`config.mk`:
```
export PLATFORM = sky130hd
export DESIGN_NAME = scancode_to_ascii_fifo_core
export DESIGN_NICKNAME = d
export VERILOG_FILES = /design/src/sv/sc2a_pkg.sv /design/src/sv/sc2a_front.sv /design/src/sv/sc2a_queue.sv /design/src/sv/sc2a_back.sv /design/src/sv/scancode_to_ascii_fifo_core.sv
export VERILOG_INCLUDE_DIRS = /design/src /design/src/sv
export SDC_FILE = /design/constraint.sdc
export NUM_CORES = 2
export LEC_CHECK = 0
export BUFFER_PORTS_ARGS = -buffer_cell sky130_fd_sc_hd__clkbuf_2
export CAP_MARGIN = 20
export CORE_UTILIZATION = 45
export DETAILED_ROUTE_END_ITERATION = 16
export SLEW_MARGIN = 10
export SYNTH_ARGS = -nofsm -noshare
export SYNTH_HDL_FRONTEND = slang
export SYNTH_HIERARCHICAL = 1
export SYNTH_SLANG_ARGS = --single-unit
export TNS_END_PERCENT = 10
```
`constraint.sdc`:
```
create_clock -name clk -period 4.2 [get_ports clk]
set_input_delay 0.84 -clock clk [delete_from_list [all_inputs] [get_ports clk]]
set_output_delay 0.84 -clock clk [all_outputs]
set_load 0.01 [all_outputs]
```
`src/sv/scancode_to_ascii_fifo_core_macros.svh`:
```
// Assertion macros for the scancode to ASCII translator.
// Taken in by the top level; no other dependencies.
`ifndef SCANCODE_TO_ASCII_FIFO_CORE_MACROS_SVH
`define SCANCODE_TO_ASCII_FIFO_CORE_MACROS_SVH

`ifndef ASSERT_OFF

// same-cycle implication, held off during reset
`define SC2A_ASSERT_IMP(lbl, clk_s, rst_s, ante, cons) \
	lbl: assert property (@(posedge clk_s) disable iff (!(rst_s)) (ante) |-> (cons)) \
		else $error("sc2a assertion failed");

// next-cycle implication, held off during reset
`define SC2A_ASSERT_NXT(lbl, clk_s, rst_s, ante, cons) \
	lbl: assert property (@(posedge clk_s) disable iff (!(rst_s)) (ante) |=> (cons)) \
		else $error("sc2a assertion failed");

`else

`define SC2A_ASSERT_IMP(lbl, clk_s, rst_s, ante, cons)
`define SC2A_ASSERT_NXT(lbl, clk_s, rst_s, ante, cons)

`endif

`endif

```
`src/sv/sc2a_pkg.sv`:
```
// Shared types, scancode constants and the set-1 key map.
// No dependencies; used by every module of the translator.
package sc2a_pkg;

	// defaults for the top-level parameters
	localparam int FIFO_DEPTH_DEF = 256;
	localparam int TABLE_KEYS_DEF = 58;

	// depth of the command queue between front and back
	localparam int QUEUE_DEPTH = 2;

	// operation codes
	localparam logic OP_SCAN = 1'b0;
	localparam logic OP_READ = 1'b1;

	// scancodes of interest
	localparam logic [7:0] SC_LSHIFT_DOWN = 8'h2A;
	localparam logic [7:0] SC_RSHIFT_DOWN = 8'h36;
	localparam logic [7:0] SC_LSHIFT_UP   = 8'hAA;
	localparam logic [7:0] SC_RSHIFT_UP   = 8'hB6;
	localparam logic [7:0] SC_CAPS_DOWN   = 8'h3A;
	localparam logic [7:0] SC_ESCAPE      = 8'h01;
	localparam logic [7:0] SC_PRESS_LIMIT = 8'h70;

	typedef struct packed {
		logic       operation;
		logic [7:0] scancode;
	} in_item_t;

	typedef struct packed {
		logic       char_valid;
		logic [6:0] char_code;
		logic       snapshot_request;
		logic       overflow;
		logic [8:0] fill_count;
	} out_item_t;

	// what the back end has to do with a queued item
	typedef enum logic [1:0] {
		CMD_REPORT,
		CMD_PUSH,
		CMD_POP
	} cmd_kind_t;

	typedef struct packed {
		cmd_kind_t  kind;
		logic [6:0] ch;
		logic       snap;
	} cmd_t;

	typedef struct packed {
		logic [6:0] shifted;
		logic [6:0] plain;
	} key_pair_t;

	// set-1 key map; rows not listed are unmapped
	function automatic key_pair_t key_entry(input logic [6:0] idx);
		key_pair_t kp;
		unique case (idx)
			7'd1:  kp = '{7'h1B, 7'h1B};
			7'd2:  kp = '{7'h21, 7'h31};
			7'd3:  kp = '{7'h40, 7'h32};
			7'd4:  kp = '{7'h23, 7'h33};
			7'd5:  kp = '{7'h24, 7'h34};
			7'd6:  kp = '{7'h25, 7'h35};
			7'd7:  kp = '{7'h5E, 7'h36};
			7'd8:  kp = '{7'h26, 7'h37};
			7'd9:  kp = '{7'h2A, 7'h38};
			7'd10: kp = '{7'h28, 7'h39};
			7'd11: kp = '{7'h29, 7'h30};
			7'd12: kp = '{7'h5F, 7'h2D};
			7'd13: kp = '{7'h2B, 7'h3D};
			7'd14: kp = '{7'h08, 7'h08};
			7'd15: kp = '{7'h09, 7'h09};
			7'd16: kp = '{7'h51, 7'h71};
			7'd17: kp = '{7'h57, 7'h77};
			7'd18: kp = '{7'h45, 7'h65};
			7'd19: kp = '{7'h52, 7'h72};
			7'd20: kp = '{7'h54, 7'h74};
			7'd21: kp = '{7'h59, 7'h79};
			7'd22: kp = '{7'h55, 7'h75};
			7'd23: kp = '{7'h49, 7'h69};
			7'd24: kp = '{7'h4F, 7'h6F};
			7'd25: kp = '{7'h50, 7'h70};
			7'd26: kp = '{7'h7B, 7'h5B};
			7'd27: kp = '{7'h7D, 7'h5D};
			7'd28: kp = '{7'h0A, 7'h0A};
			7'd30: kp = '{7'h41, 7'h61};
			7'd31: kp = '{7'h53, 7'h73};
			7'd32: kp = '{7'h44, 7'h64};
			7'd33: kp = '{7'h46, 7'h66};
			7'd34: kp = '{7'h47, 7'h67};
			7'd35: kp = '{7'h48, 7'h68};
			7'd36: kp = '{7'h4A, 7'h6A};
			7'd37: kp = '{7'h4B, 7'h6B};
			7'd38: kp = '{7'h4C, 7'h6C};
			7'd39: kp = '{7'h3A, 7'h3B};
			7'd40: kp = '{7'h22, 7'h27};
			7'd41: kp = '{7'h7E, 7'h60};
			7'd43: kp = '{7'h7C, 7'h5C};
			7'd44: kp = '{7'h5A, 7'h7A};
			7'd45: kp = '{7'h58, 7'h78};
			7'd46: kp = '{7'h43, 7'h63};
			7'd47: kp = '{7'h56, 7'h76};
			7'd48: kp = '{7'h42, 7'h62};
			7'd49: kp = '{7'h4E, 7'h6E};
			7'd50: kp = '{7'h4D, 7'h6D};
			7'd51: kp = '{7'h3C, 7'h2C};
			7'd52: kp = '{7'h3E, 7'h2E};
			7'd53: kp = '{7'h3F, 7'h2F};
			7'd57: kp = '{7'h20, 7'h20};
			default: kp = '{7'h00, 7'h00};
		endcase
		return kp;
	endfunction

endpackage

```
`src/sv/sc2a_front.sv`:
```
// Front end: accepts items, tracks shift and caps lock, looks up the key map
// and turns each item into a back-end command. Depends on sc2a_pkg.
module sc2a_front #(
	parameter int TABLE_KEYS = sc2a_pkg::TABLE_KEYS_DEF
) (
	input  logic              clk,
	input  logic              arst_n,
	input  sc2a_pkg::in_item_t cmd,
	input  logic              cmd_valid,
	output logic              cmd_stall,
	input  logic              q_full,
	output logic              q_push,
	output sc2a_pkg::cmd_t    q_data
);

	logic               shift_q;
	logic               caps_q;
	logic               shift_nxt;
	logic               caps_nxt;
	logic               accept;
	logic               in_table;
	sc2a_pkg::key_pair_t kp;

	assign cmd_stall = q_full;
	assign accept    = cmd_valid && !q_full;
	assign q_push    = accept;

	// modifier tracking; only scancode items touch it
	always_comb begin
		shift_nxt = shift_q;
		caps_nxt  = caps_q;
		if (cmd.operation == sc2a_pkg::OP_SCAN) begin
			priority if (cmd.scancode == sc2a_pkg::SC_LSHIFT_DOWN ||
					cmd.scancode == sc2a_pkg::SC_RSHIFT_DOWN) begin
				shift_nxt = 1'b1;
			end else if (cmd.scancode == sc2a_pkg::SC_LSHIFT_UP ||
					cmd.scancode == sc2a_pkg::SC_RSHIFT_UP) begin
				shift_nxt = 1'b0;
			end else if (cmd.scancode == sc2a_pkg::SC_CAPS_DOWN) begin
				caps_nxt = !caps_q;
			end else begin
				caps_nxt = caps_q;
			end
		end
	end

	always_ff @(posedge clk or negedge arst_n) begin
		if (!arst_n) begin
			shift_q <= 1'b0;
			caps_q  <= 1'b0;
		end else if (accept) begin
			shift_q <= shift_nxt;
			caps_q  <= caps_nxt;
		end
	end

	// classification and key map lookup
	assign kp       = sc2a_pkg::key_entry(cmd.scancode[6:0]);
	assign in_table = (cmd.scancode < 8'(TABLE_KEYS)) &&
			(cmd.scancode < sc2a_pkg::SC_PRESS_LIMIT);

	always_comb begin
		q_data.kind = sc2a_pkg::CMD_REPORT;
		q_data.ch   = (shift_nxt || caps_nxt) ? kp.shifted : kp.plain;
		q_data.snap = 1'b0;
		if (cmd.operation == sc2a_pkg::OP_READ) begin
			q_data.kind = sc2a_pkg::CMD_POP;
		end else begin
			q_data.snap = (cmd.scancode == sc2a_pkg::SC_ESCAPE);
			if (in_table && kp.plain != 7'd0) begin
				q_data.kind = sc2a_pkg::CMD_PUSH;
			end
		end
	end

endmodule

```
`src/sv/sc2a_queue.sv`:
```
// Short command queue between front and back end, in flip-flops.
// Depends on sc2a_pkg for the command type and depth.
module sc2a_queue (
	input  logic           clk,
	input  logic           arst_n,
	input  logic           push,
	input  sc2a_pkg::cmd_t push_data,
	input  logic           pop,
	output logic           head_valid,
	output sc2a_pkg::cmd_t head,
	output logic           full
);

	localparam int QD  = sc2a_pkg::QUEUE_DEPTH;
	localparam int QPW = (QD > 1) ? $clog2(QD) : 1;
	localparam int QCW = $clog2(QD + 1);

	sc2a_pkg::cmd_t   slot_q [QD];
	logic [QPW-1:0]   wp_q;
	logic [QPW-1:0]   rp_q;
	logic [QCW-1:0]   count_q;
	logic             do_push;
	logic             do_pop;

	assign full       = (count_q == QCW'(QD));
	assign head_valid = (count_q != '0);
	assign head       = slot_q[rp_q];
	assign do_push    = push && !full;
	assign do_pop     = pop && head_valid;

	// pointers and occupancy
	always_ff @(posedge clk or negedge arst_n) begin
		if (!arst_n) begin
			wp_q    <= '0;
			rp_q    <= '0;
			count_q <= '0;
		end else begin
			if (do_push) begin
				wp_q <= (wp_q == QPW'(QD - 1)) ? '0 : wp_q + 1'b1;
			end
			if (do_pop) begin
				rp_q <= (rp_q == QPW'(QD - 1)) ? '0 : rp_q + 1'b1;
			end
			if (do_push && !do_pop) begin
				count_q <= count_q + 1'b1;
			end else if (do_pop && !do_push) begin
				count_q <= count_q - 1'b1;
			end
		end
	end

	// slot storage
	always_ff @(posedge clk) begin
		if (do_push) begin
			slot_q[wp_q] <= push_data;
		end
	end

endmodule

```
`src/sv/sc2a_back.sv`:
```
// Back end: runs queued commands against the character memory, keeps the
// pointers and count, and holds the result register. Depends on sc2a_pkg.
module sc2a_back #(
	parameter int FIFO_DEPTH = sc2a_pkg::FIFO_DEPTH_DEF
) (
	input  logic                clk,
	input  logic                arst_n,
	input  logic                q_valid,
	input  sc2a_pkg::cmd_t      q_head,
	output logic                q_pop,
	output logic                res_valid,
	output sc2a_pkg::out_item_t res,
	input  logic                res_stall
);

	localparam int PW = (FIFO_DEPTH > 1) ? $clog2(FIFO_DEPTH) : 1;
	localparam int CW = $clog2(FIFO_DEPTH + 1);

	logic [6:0]          mem [FIFO_DEPTH];
	logic [PW-1:0]       wp_q;
	logic [PW-1:0]       rp_q;
	logic [CW-1:0]       count_q;
	logic [CW-1:0]       count_nxt;
	logic                fifo_full;
	logic                fifo_empty;
	logic                take;
	logic                adv_out;
	logic                do_push;
	logic                do_pop;

	logic                valid_s1;
	logic                char_valid_s1;
	logic                snap_s1;
	logic                ovf_s1;
	logic [8:0]          fill_s1;
	logic [6:0]          rd_data_s1;

	logic                res_valid_q;
	sc2a_pkg::out_item_t res_q;

	assign fifo_full  = (count_q == CW'(FIFO_DEPTH));
	assign fifo_empty = (count_q == '0);

	// handshake between queue, stage 1 and result register
	assign adv_out = valid_s1 && (!res_valid_q || !res_stall);
	assign take    = q_valid && (!valid_s1 || adv_out);
	assign q_pop   = take;
	assign do_push = take && (q_head.kind == sc2a_pkg::CMD_PUSH) && !fifo_full;
	assign do_pop  = take && (q_head.kind == sc2a_pkg::CMD_POP) && !fifo_empty;

	always_comb begin
		count_nxt = count_q;
		if (do_push) begin
			count_nxt = count_q + 1'b1;
		end else if (do_pop) begin
			count_nxt = count_q - 1'b1;
		end
	end

	// pointers, count and stage valids
	always_ff @(posedge clk or negedge arst_n) begin
		if (!arst_n) begin
			wp_q        <= '0;
			rp_q        <= '0;
			count_q     <= '0;
			valid_s1    <= 1'b0;
			res_valid_q <= 1'b0;
		end else begin
			count_q <= count_nxt;
			if (do_push) begin
				wp_q <= (wp_q == PW'(FIFO_DEPTH - 1)) ? '0 : wp_q + 1'b1;
			end
			if (do_pop) begin
				rp_q <= (rp_q == PW'(FIFO_DEPTH - 1)) ? '0 : rp_q + 1'b1;
			end
			if (take) begin
				valid_s1 <= 1'b1;
			end else if (adv_out) begin
				valid_s1 <= 1'b0;
			end
			if (adv_out) begin
				res_valid_q <= 1'b1;
			end else if (!res_stall) begin
				res_valid_q <= 1'b0;
			end
		end
	end

	// stage 1 result fields
	always_ff @(posedge clk) begin
		if (take) begin
			char_valid_s1 <= do_pop;
			snap_s1       <= (q_head.kind != sc2a_pkg::CMD_POP) && q_head.snap;
			ovf_s1        <= (q_head.kind == sc2a_pkg::CMD_PUSH) && fifo_full;
			fill_s1       <= 9'(count_nxt);
		end
	end

	// character memory: one write or one registered read a cycle
	always_ff @(posedge clk) begin
		if (do_push) begin
			mem[wp_q] <= q_head.ch;
		end
	end

	always_ff @(posedge clk) begin
		if (do_pop) begin
			rd_data_s1 <= mem[rp_q];
		end
	end

	// result register
	always_ff @(posedge clk) begin
		if (adv_out) begin
			res_q.char_valid       <= char_valid_s1;
			res_q.char_code        <= char_valid_s1 ? rd_data_s1 : 7'd0;
			res_q.snapshot_request <= snap_s1;
			res_q.overflow         <= ovf_s1;
			res_q.fill_count       <= fill_s1;
		end
	end

	assign res_valid = res_valid_q;
	assign res       = res_q;

endmodule

```
`src/sv/scancode_to_ascii_fifo_core.sv`:
```
// Set-1 scancode to ASCII translator with character FIFO, top level.
// Depends on sc2a_pkg, sc2a_front, sc2a_queue, sc2a_back and the macro header.
//
// Each item on cmd is either a scancode (shift and caps lock are tracked,
// mapped keys push one ASCII character, escape also flags a snapshot) or a
// read that pops the oldest character; every item gives exactly one result
// on res, in order. The front end classifies an item in the cycle it is
// accepted and hands it to a two-entry command queue; when nothing stalls,
// the back end executes one command per cycle on a single-port character
// memory, so the sustained rate is one item per cycle. An item passes the
// queue slot, stage 1 and the result register before its result is shown.
// A push on a full FIFO drops the character and sets overflow. The character
// memory needs no clearing after reset: only written entries are ever read.
`include "scancode_to_ascii_fifo_core_macros.svh"

module scancode_to_ascii_fifo_core #(
	parameter int FIFO_DEPTH = sc2a_pkg::FIFO_DEPTH_DEF,
	parameter int TABLE_KEYS = sc2a_pkg::TABLE_KEYS_DEF
) (
	input  logic                clk,
	input  logic                arst_n,
	input  logic                cmd_valid,
	output logic                cmd_stall,
	input  sc2a_pkg::in_item_t  cmd,
	output logic                res_valid,
	input  logic                res_stall,
	output sc2a_pkg::out_item_t res
);

	logic           q_full;
	logic           q_push;
	sc2a_pkg::cmd_t q_data;
	logic           q_valid;
	logic           q_pop;
	sc2a_pkg::cmd_t q_head;

	// classification
	sc2a_front #(
		.TABLE_KEYS(TABLE_KEYS)
	) u_front (
		.clk      (clk),
		.arst_n   (arst_n),
		.cmd      (cmd),
		.cmd_valid(cmd_valid),
		.cmd_stall(cmd_stall),
		.q_full   (q_full),
		.q_push   (q_push),
		.q_data   (q_data)
	);

	// decoupling queue
	sc2a_queue u_queue (
		.clk       (clk),
		.arst_n    (arst_n),
		.push      (q_push),
		.push_data (q_data),
		.pop       (q_pop),
		.head_valid(q_valid),
		.head      (q_head),
		.full      (q_full)
	);

	// execution and result
	sc2a_back #(
		.FIFO_DEPTH(FIFO_DEPTH)
	) u_back (
		.clk      (clk),
		.arst_n   (arst_n),
		.q_valid  (q_valid),
		.q_head   (q_head),
		.q_pop    (q_pop),
		.res_valid(res_valid),
		.res      (res),
		.res_stall(res_stall)
	);

	// a read result never carries scancode flags
	`SC2A_ASSERT_IMP(a_read_no_flags, clk, arst_n, res_valid && res.char_valid, !res.snapshot_request && !res.overflow)

	// a dropped character means the FIFO stayed full
	`SC2A_ASSERT_IMP(a_ovf_full, clk, arst_n, res_valid && res.overflow, res.fill_count == 9'(FIFO_DEPTH))

	// no character code without a popped character
	`SC2A_ASSERT_IMP(a_code_zero, clk, arst_n, res_valid && !res.char_valid, res.char_code == 7'd0)

endmodule
```
### Word level (Yosys, flattened, before mapping)

Memories as Yosys holds them, arrays and structs flattened. A register that Yosys moved wholly into a read port is not among the register bits.
Index checks and enable logic that the tools add are counted.

* add/sub/neg operators: 8
* $lt $le $gt $ge: 2
* eq/ne operators: 14
* multiplexer cells: 28
* reductions and logical operators: 34

Operators by type and width (number)
* 8-bit equality test (second input constant): 4
* 8-bit by 6-bit equality test with 1-bit output (second input constant): 3
* 1-bit 2-to-1 mux: 19
* 9-bit 2-to-1 mux: 2
* 8-bit by 1-bit adder with 8-bit output (second input constant): 2
* 8-bit 2-to-1 mux: 2
* 1-bit logical AND: 15
* 14-bit 2-to-1 mux: 1
* 9-bit by 1-bit adder with 9-bit output (second input constant): 1
* 9-bit equality test (second input constant): 1
* 1-bit zero test: 9
* 9-bit zero test: 1
* 9-bit by 1-bit subtractor with 9-bit output (second input constant): 1
* 8-bit by 1-bit equality test with 1-bit output (second input constant): 1
* 8-bit by 6-bit less-than comparator with 1-bit output (second input constant): 1
* 8-bit by 7-bit less-than comparator with 1-bit output (second input constant): 1
* 7-bit 2-to-1 mux: 1
* 7-bit nonzero test: 1
* 2-bit 2-to-1 mux: 3
* 2-bit nonzero test: 3
* 1-bit logical OR: 5
* 2-bit equality test (second input constant): 2
* 1-bit adder (second input constant): 2
* 2-bit by 1-bit adder with 2-bit output (second input constant): 1
* 4 further kinds: 4

* register bits after elaboration: 64
* memory bits (writable): 1812
* ROM bits: 896
* input bits: 13
* output and inout bits: 21
* word-level logic and storage cells: 108
* memories: 3

Memories
* u_back.mem: depth 256, bits a word 7, read ports 1, clocked after memory_dff 1, write ports 1, RTL line sc2a_back.sv:19 `logic [6:0] mem [FIFO_DEPTH];`
* (name not given): depth 64, bits a word 14, read ports 1, clocked after memory_dff 0, write ports 0, RTL line sc2a_pkg.sv:59 `unique case (idx)`
* u_queue.slot_q: depth 2, bits a word 10, read ports 1, clocked after memory_dff 0, write ports 1, RTL line sc2a_queue.sv:18 `sc2a_pkg::cmd_t slot_q [QD];`

### Depth between registers and ports, before layout

* word-level depth: 9
* gate-level depth with buffers: 13
* gate-level depth less buffers: 9

### Modules after synthesis

The synthesis kept the hierarchy.

Modules (own cells, without submodules)
* sc2a_back: times used 1, cells each 3477, area an instance 72861.1 um2, seq. area each 55628.4 um2
* sc2a_front: times used 1, cells each 220, area an instance 1503.9 um2, seq. area each 50.0 um2
* sc2a_queue: times used 1, cells each 50, area an instance 968.4 um2, seq. area each 700.7 um2

### Worst setup path after synthesis

Ideal clock, no wire load.

* path type: input to register
* start: input port res_stall
* end: memory u_back.mem[103][0], enable pin
* setup time: 0.360 ns
* arrival time: 2.758 ns
* data required time: 3.840 ns
* slack: 1.082 ns
* cell stages on the path: 8
* buffers on the path: 1
* cell sequence: nand3_1 -> nand2_1 -> inv_1 -> nand4_2 -> nor3b_1 -> nand2_1 -> buf_2 -> nor2_1

* longest elaborated chain between the ends: 9

Ends and longest elaborated chain
* start: declaration: RTL line scancode_to_ascii_fifo_core.sv:26 `input logic res_stall,`
* 1-bit zero test: RTL line sc2a_back.sv:45 `assign adv_out = valid_s1 && (!res_valid_q || !res_stall);`
* 1-bit logical OR: RTL line sc2a_back.sv:45
* 1-bit logical AND: RTL line sc2a_back.sv:45
* 1-bit logical OR: RTL line sc2a_back.sv:46 `assign take = q_valid && (!valid_s1 || adv_out);`
* 1-bit logical AND: RTL line sc2a_back.sv:46
* via q_pop: RTL line scancode_to_ascii_fifo_core.sv:34 `logic q_pop;`
* 1-bit logical AND (2 in a row): RTL line sc2a_back.sv:48 `assign do_push = take && (q_head.kind == sc2a_pkg::CMD_PUSH) && !fifo_full;`
* 1-bit 2-to-1 mux: RTL line sc2a_back.sv:101 `if (do_push) begin`
* 1-bit 2-to-1 mux (implied by the code): RTL line sc2a_back.sv:102 `mem[wp_q] <= q_head.ch;`
* end: declaration: RTL line sc2a_back.sv:19

The timed path passes the listed nets, and every way through them passes these cells.

==> results.json <==
{
  "critPathCaptureType": "register",
  "start_kind": "register",
  "synth_warnings": 6,
  "leakagePower_nw": 27.3,
  "p_per_area_nw_per_um2": 686,
  "fmax_ghz": 0.258,
  "pre_cts_slack_ps": 473,
  "drt_iter0_markers": 4187,
  "ys_types": 94,
  "avgSynthCellArea_um2": 20.1,
  "critical_path_arrival_ps": 4450,
  "hold_violations": 0,
  "synth_edf_count": 1850,
  "clock-sinks": 1883,
  "syn_nets": 3782,
  "finalMaxSlewViolations": 0,
  "vias_per_cell": 6.09,
  "die_h_um": 411,
  "maxCapViolations": 0,
  "syn_area_um2": 75300,
  "wl_per_cell_um": 30.6,
  "dr_total_vias": 38800,
  "drive_above_1_share_pct": 25.4,
  "area_growth_pct": 13.4,
  "row_count": 149,
  "holdBufCountCts": 0,
  "setup_ws_ps": 317,
  "holdWs_ps": 59.7,
  "dr.pass1.iters": 6,
  "grt_usage_pct": 23.2,
  "fin_crit_sh_pct": 92.4,
  "fin_setup_tns_ps": 0,
  "worstSetupPathType": "reg2reg",
  "status": "complete, no violations",
  "peakVddDrop_v": 0.000727,
  "clk_latency_ps": 850,
  "n_antenna_cell": 0,
  "worstHoldPathType": "in2async",
  "antenna_found_initial": 3,
  "synth_seq_cells": 1883,
  "cts_setup_buffers": 0,
  "finalNetCount": 4053,
  "fin_skew_ps": 45.0,
  "grt_pass1_wl_mm": 280,
  "cp_cell_sequence": "buf_12 > buf_12 > buf_4 > mux4_2 > mux2i_1 > a21oi_1 > a2111oi_0 > buf_4 > a21o_1 > o32ai_1",
  "die-area_um2": 169000,
  "clockBufferDepth": 3,
  "synth-async-reset-ratio_pct": 1.75,
  "start_util_pct": 45.5,
  "synth_top_area_cell": "edfxtp_1",
  "clk_pin_slew_ps": 60,
  "power_mw": 58.6,
  "drt_wl_total_mm": 195,
  "clockRootBuffer": "clkbuf_16",
  "period_minus_slack_ps": 3880,
  "seq_area_frac_synth_pct": 74.8,
  "grt-ovfl-total": 0,
  "post_cts_resized": 0,
  "tightest_slew_ps": 1210,
  "cts_buffers": 190,
  "rsz0062_at_grt": "no",
  "drtAntennaViolNets": 0,
  "die_width_um": 411,
  "grt_max_degree": 143,
  "io_pins": 34,
  "setup_violations": 0,
  "portBuffers": 33,
  "synth_common_cells": "edfxtp_1 (1,850), mux4_2 (427), nor2_1 (322), mux2i_1 (142), nand2_1 (135)",
  "maxSlewHeadroom_pct": 19.1,
  "yosysTopAreaCellShare_pct": 73.7,
  "worstPathRequired_ps": 4760,
  "synth.area.top_cells": "edfxtp_1 (74%), mux4_2 (13%), mux2i_1 (1.9%)",
  "crit_slowest_cell": "a2111oi_0",
  "cts_tree": "done",
  "cp_slowest_stage_delay_ps": 800,
  "post-synth-top-count-cell": "edfxtp_1",
  "crit_fanout": 16,
  "place.gp.congestion": 0.856,
  "ys.flop_type": "edfxtp_1",
  "synthesis.instances": 3747,
  "core_area_um2": 166000,
  "remaining_drc_errors": 0,
  "hpwlAfterDp_mm": 122,
  "h-tree-depth": 4,
  "grt_pass1_vias": 38200,
  "fill_cells": 13200
}
==> sequential cells by signal, indices dropped and copies added, names as in the netlist <==
name	cells
u_back/mem	1792
u_queue/slot_q	20
u_back/res	19
u_back/count_q	9
u_back/fill_s1	9
u_back/rp_q	8
u_back/wp_q	8
u_back/rd_data_s1	7
u_queue/count_q	2
u_back/char_valid_s1	1
u_back/ovf_s1	1
u_back/res_valid	1
u_back/snap_s1	1
u_back/valid_s1	1
u_front/caps_q	1
u_front/shift_q	1
u_queue/rp_q	1
u_queue/wp_q	1
==> metal layers <==
layer	up-vias	wire length, um	global-route usage, %
met5	-	13	0
met2	1790	92900	36.3
met4	2	4670	6.15
met1	20800	81600	33.8
met3	282	15700	4.01
li1	15900	-	-
==> cell families after synthesis <==
logic type | after synthesis | share of synthesized area, %
flip-flops | 1883 | 74.8
adder cells (fa/ha/maj) | 22 | 0.365
buffers and inverters | 255 | 2.23
AO/OA/AOI/OAI | 357 | 3.33
XOR/XNOR | 24 | 0.279
multiplexers | 602 | 15.4
AND/OR/NAND/NOR | 604 | 3.53
==> area by class of cell <==
class / count / area (um^2) / area share [%]
Clock buffer: 240 / 4990 / 5.84
Clock inverter: 113 / 1190 / 1.39
Inverter: 26 / 100 / 0.117
Multi-Input combinational cell: 1609 / 17400 / 20.4
Sequential cell: 1883 / 56400 / 66.0
Tap cell: 2189 / 2740 / 3.20
Timing Repair Buffer: 308 / 2620 / 3.06
==> worst max-delay path, delay by kind of cell (launching register included) <==
family	cells	cell delay (ps)
multiplexers	2	730
buffers and inverters	4	910
flip-flops	1	720
AO/OA/AOI/OAI	4	1200
==> where the power goes <==
part | internal, mW | switching, mW
Clock | 9.42 | 7.25
Sequential | 23.6 | 0.585
Combinational | 6.67 | 11.1
==> cells in the final DEF (no fill, tap or decap), drive strengths merged, types with 22 or more instances in the layout <==
cell type,netlist,final
a21oi,71,71
nor2,322,322
ha,22,22
clkbuf,68,273
nor2b,25,25
o21ai,66,66
dfrtp,33,33
nand2,138,138
mux2i,142,142
clkinv,0,85
a211oi,24,24
mux4,439,439
buf,160,275
inv,26,31
nand3,22,22
edfxtp,1850,1850
a221oi,39,39
==> through the flow <==
stage	utilization [%]	cells	instance area (um^2)
2_1_floorplan	-	3747	75300
3_3_place_gp	47.9	6015	79300
3_5_place_dp	47.9	6015	79300
4_1_cts	51.6	6368	85500
5_1_grt	51.6	6368	85500
6_report	51.6	6368	85500
==> final timing paths <==
check / from / end / slack, ps / depth (start not counted)
max: u_back/rp_q[0] / u_back/rd_data_s1[0] / 320 / 10
min: arst_n / u_back/count_q[7] / 60 / 2
max reg2reg: u_back/rp_q[0] / u_back/rd_data_s1[0] / 320 / 10
min reg2reg: u_back/snap_s1 / u_back/res[10] / 420 / 0
max in group asynchronous: arst_n / u_back/rp_q[3] / 3710 / 2
min in group clk: cmd[8] / u_queue/slot_q[0][9] / 250 / 1
Power figures use the tool's default switching activity.
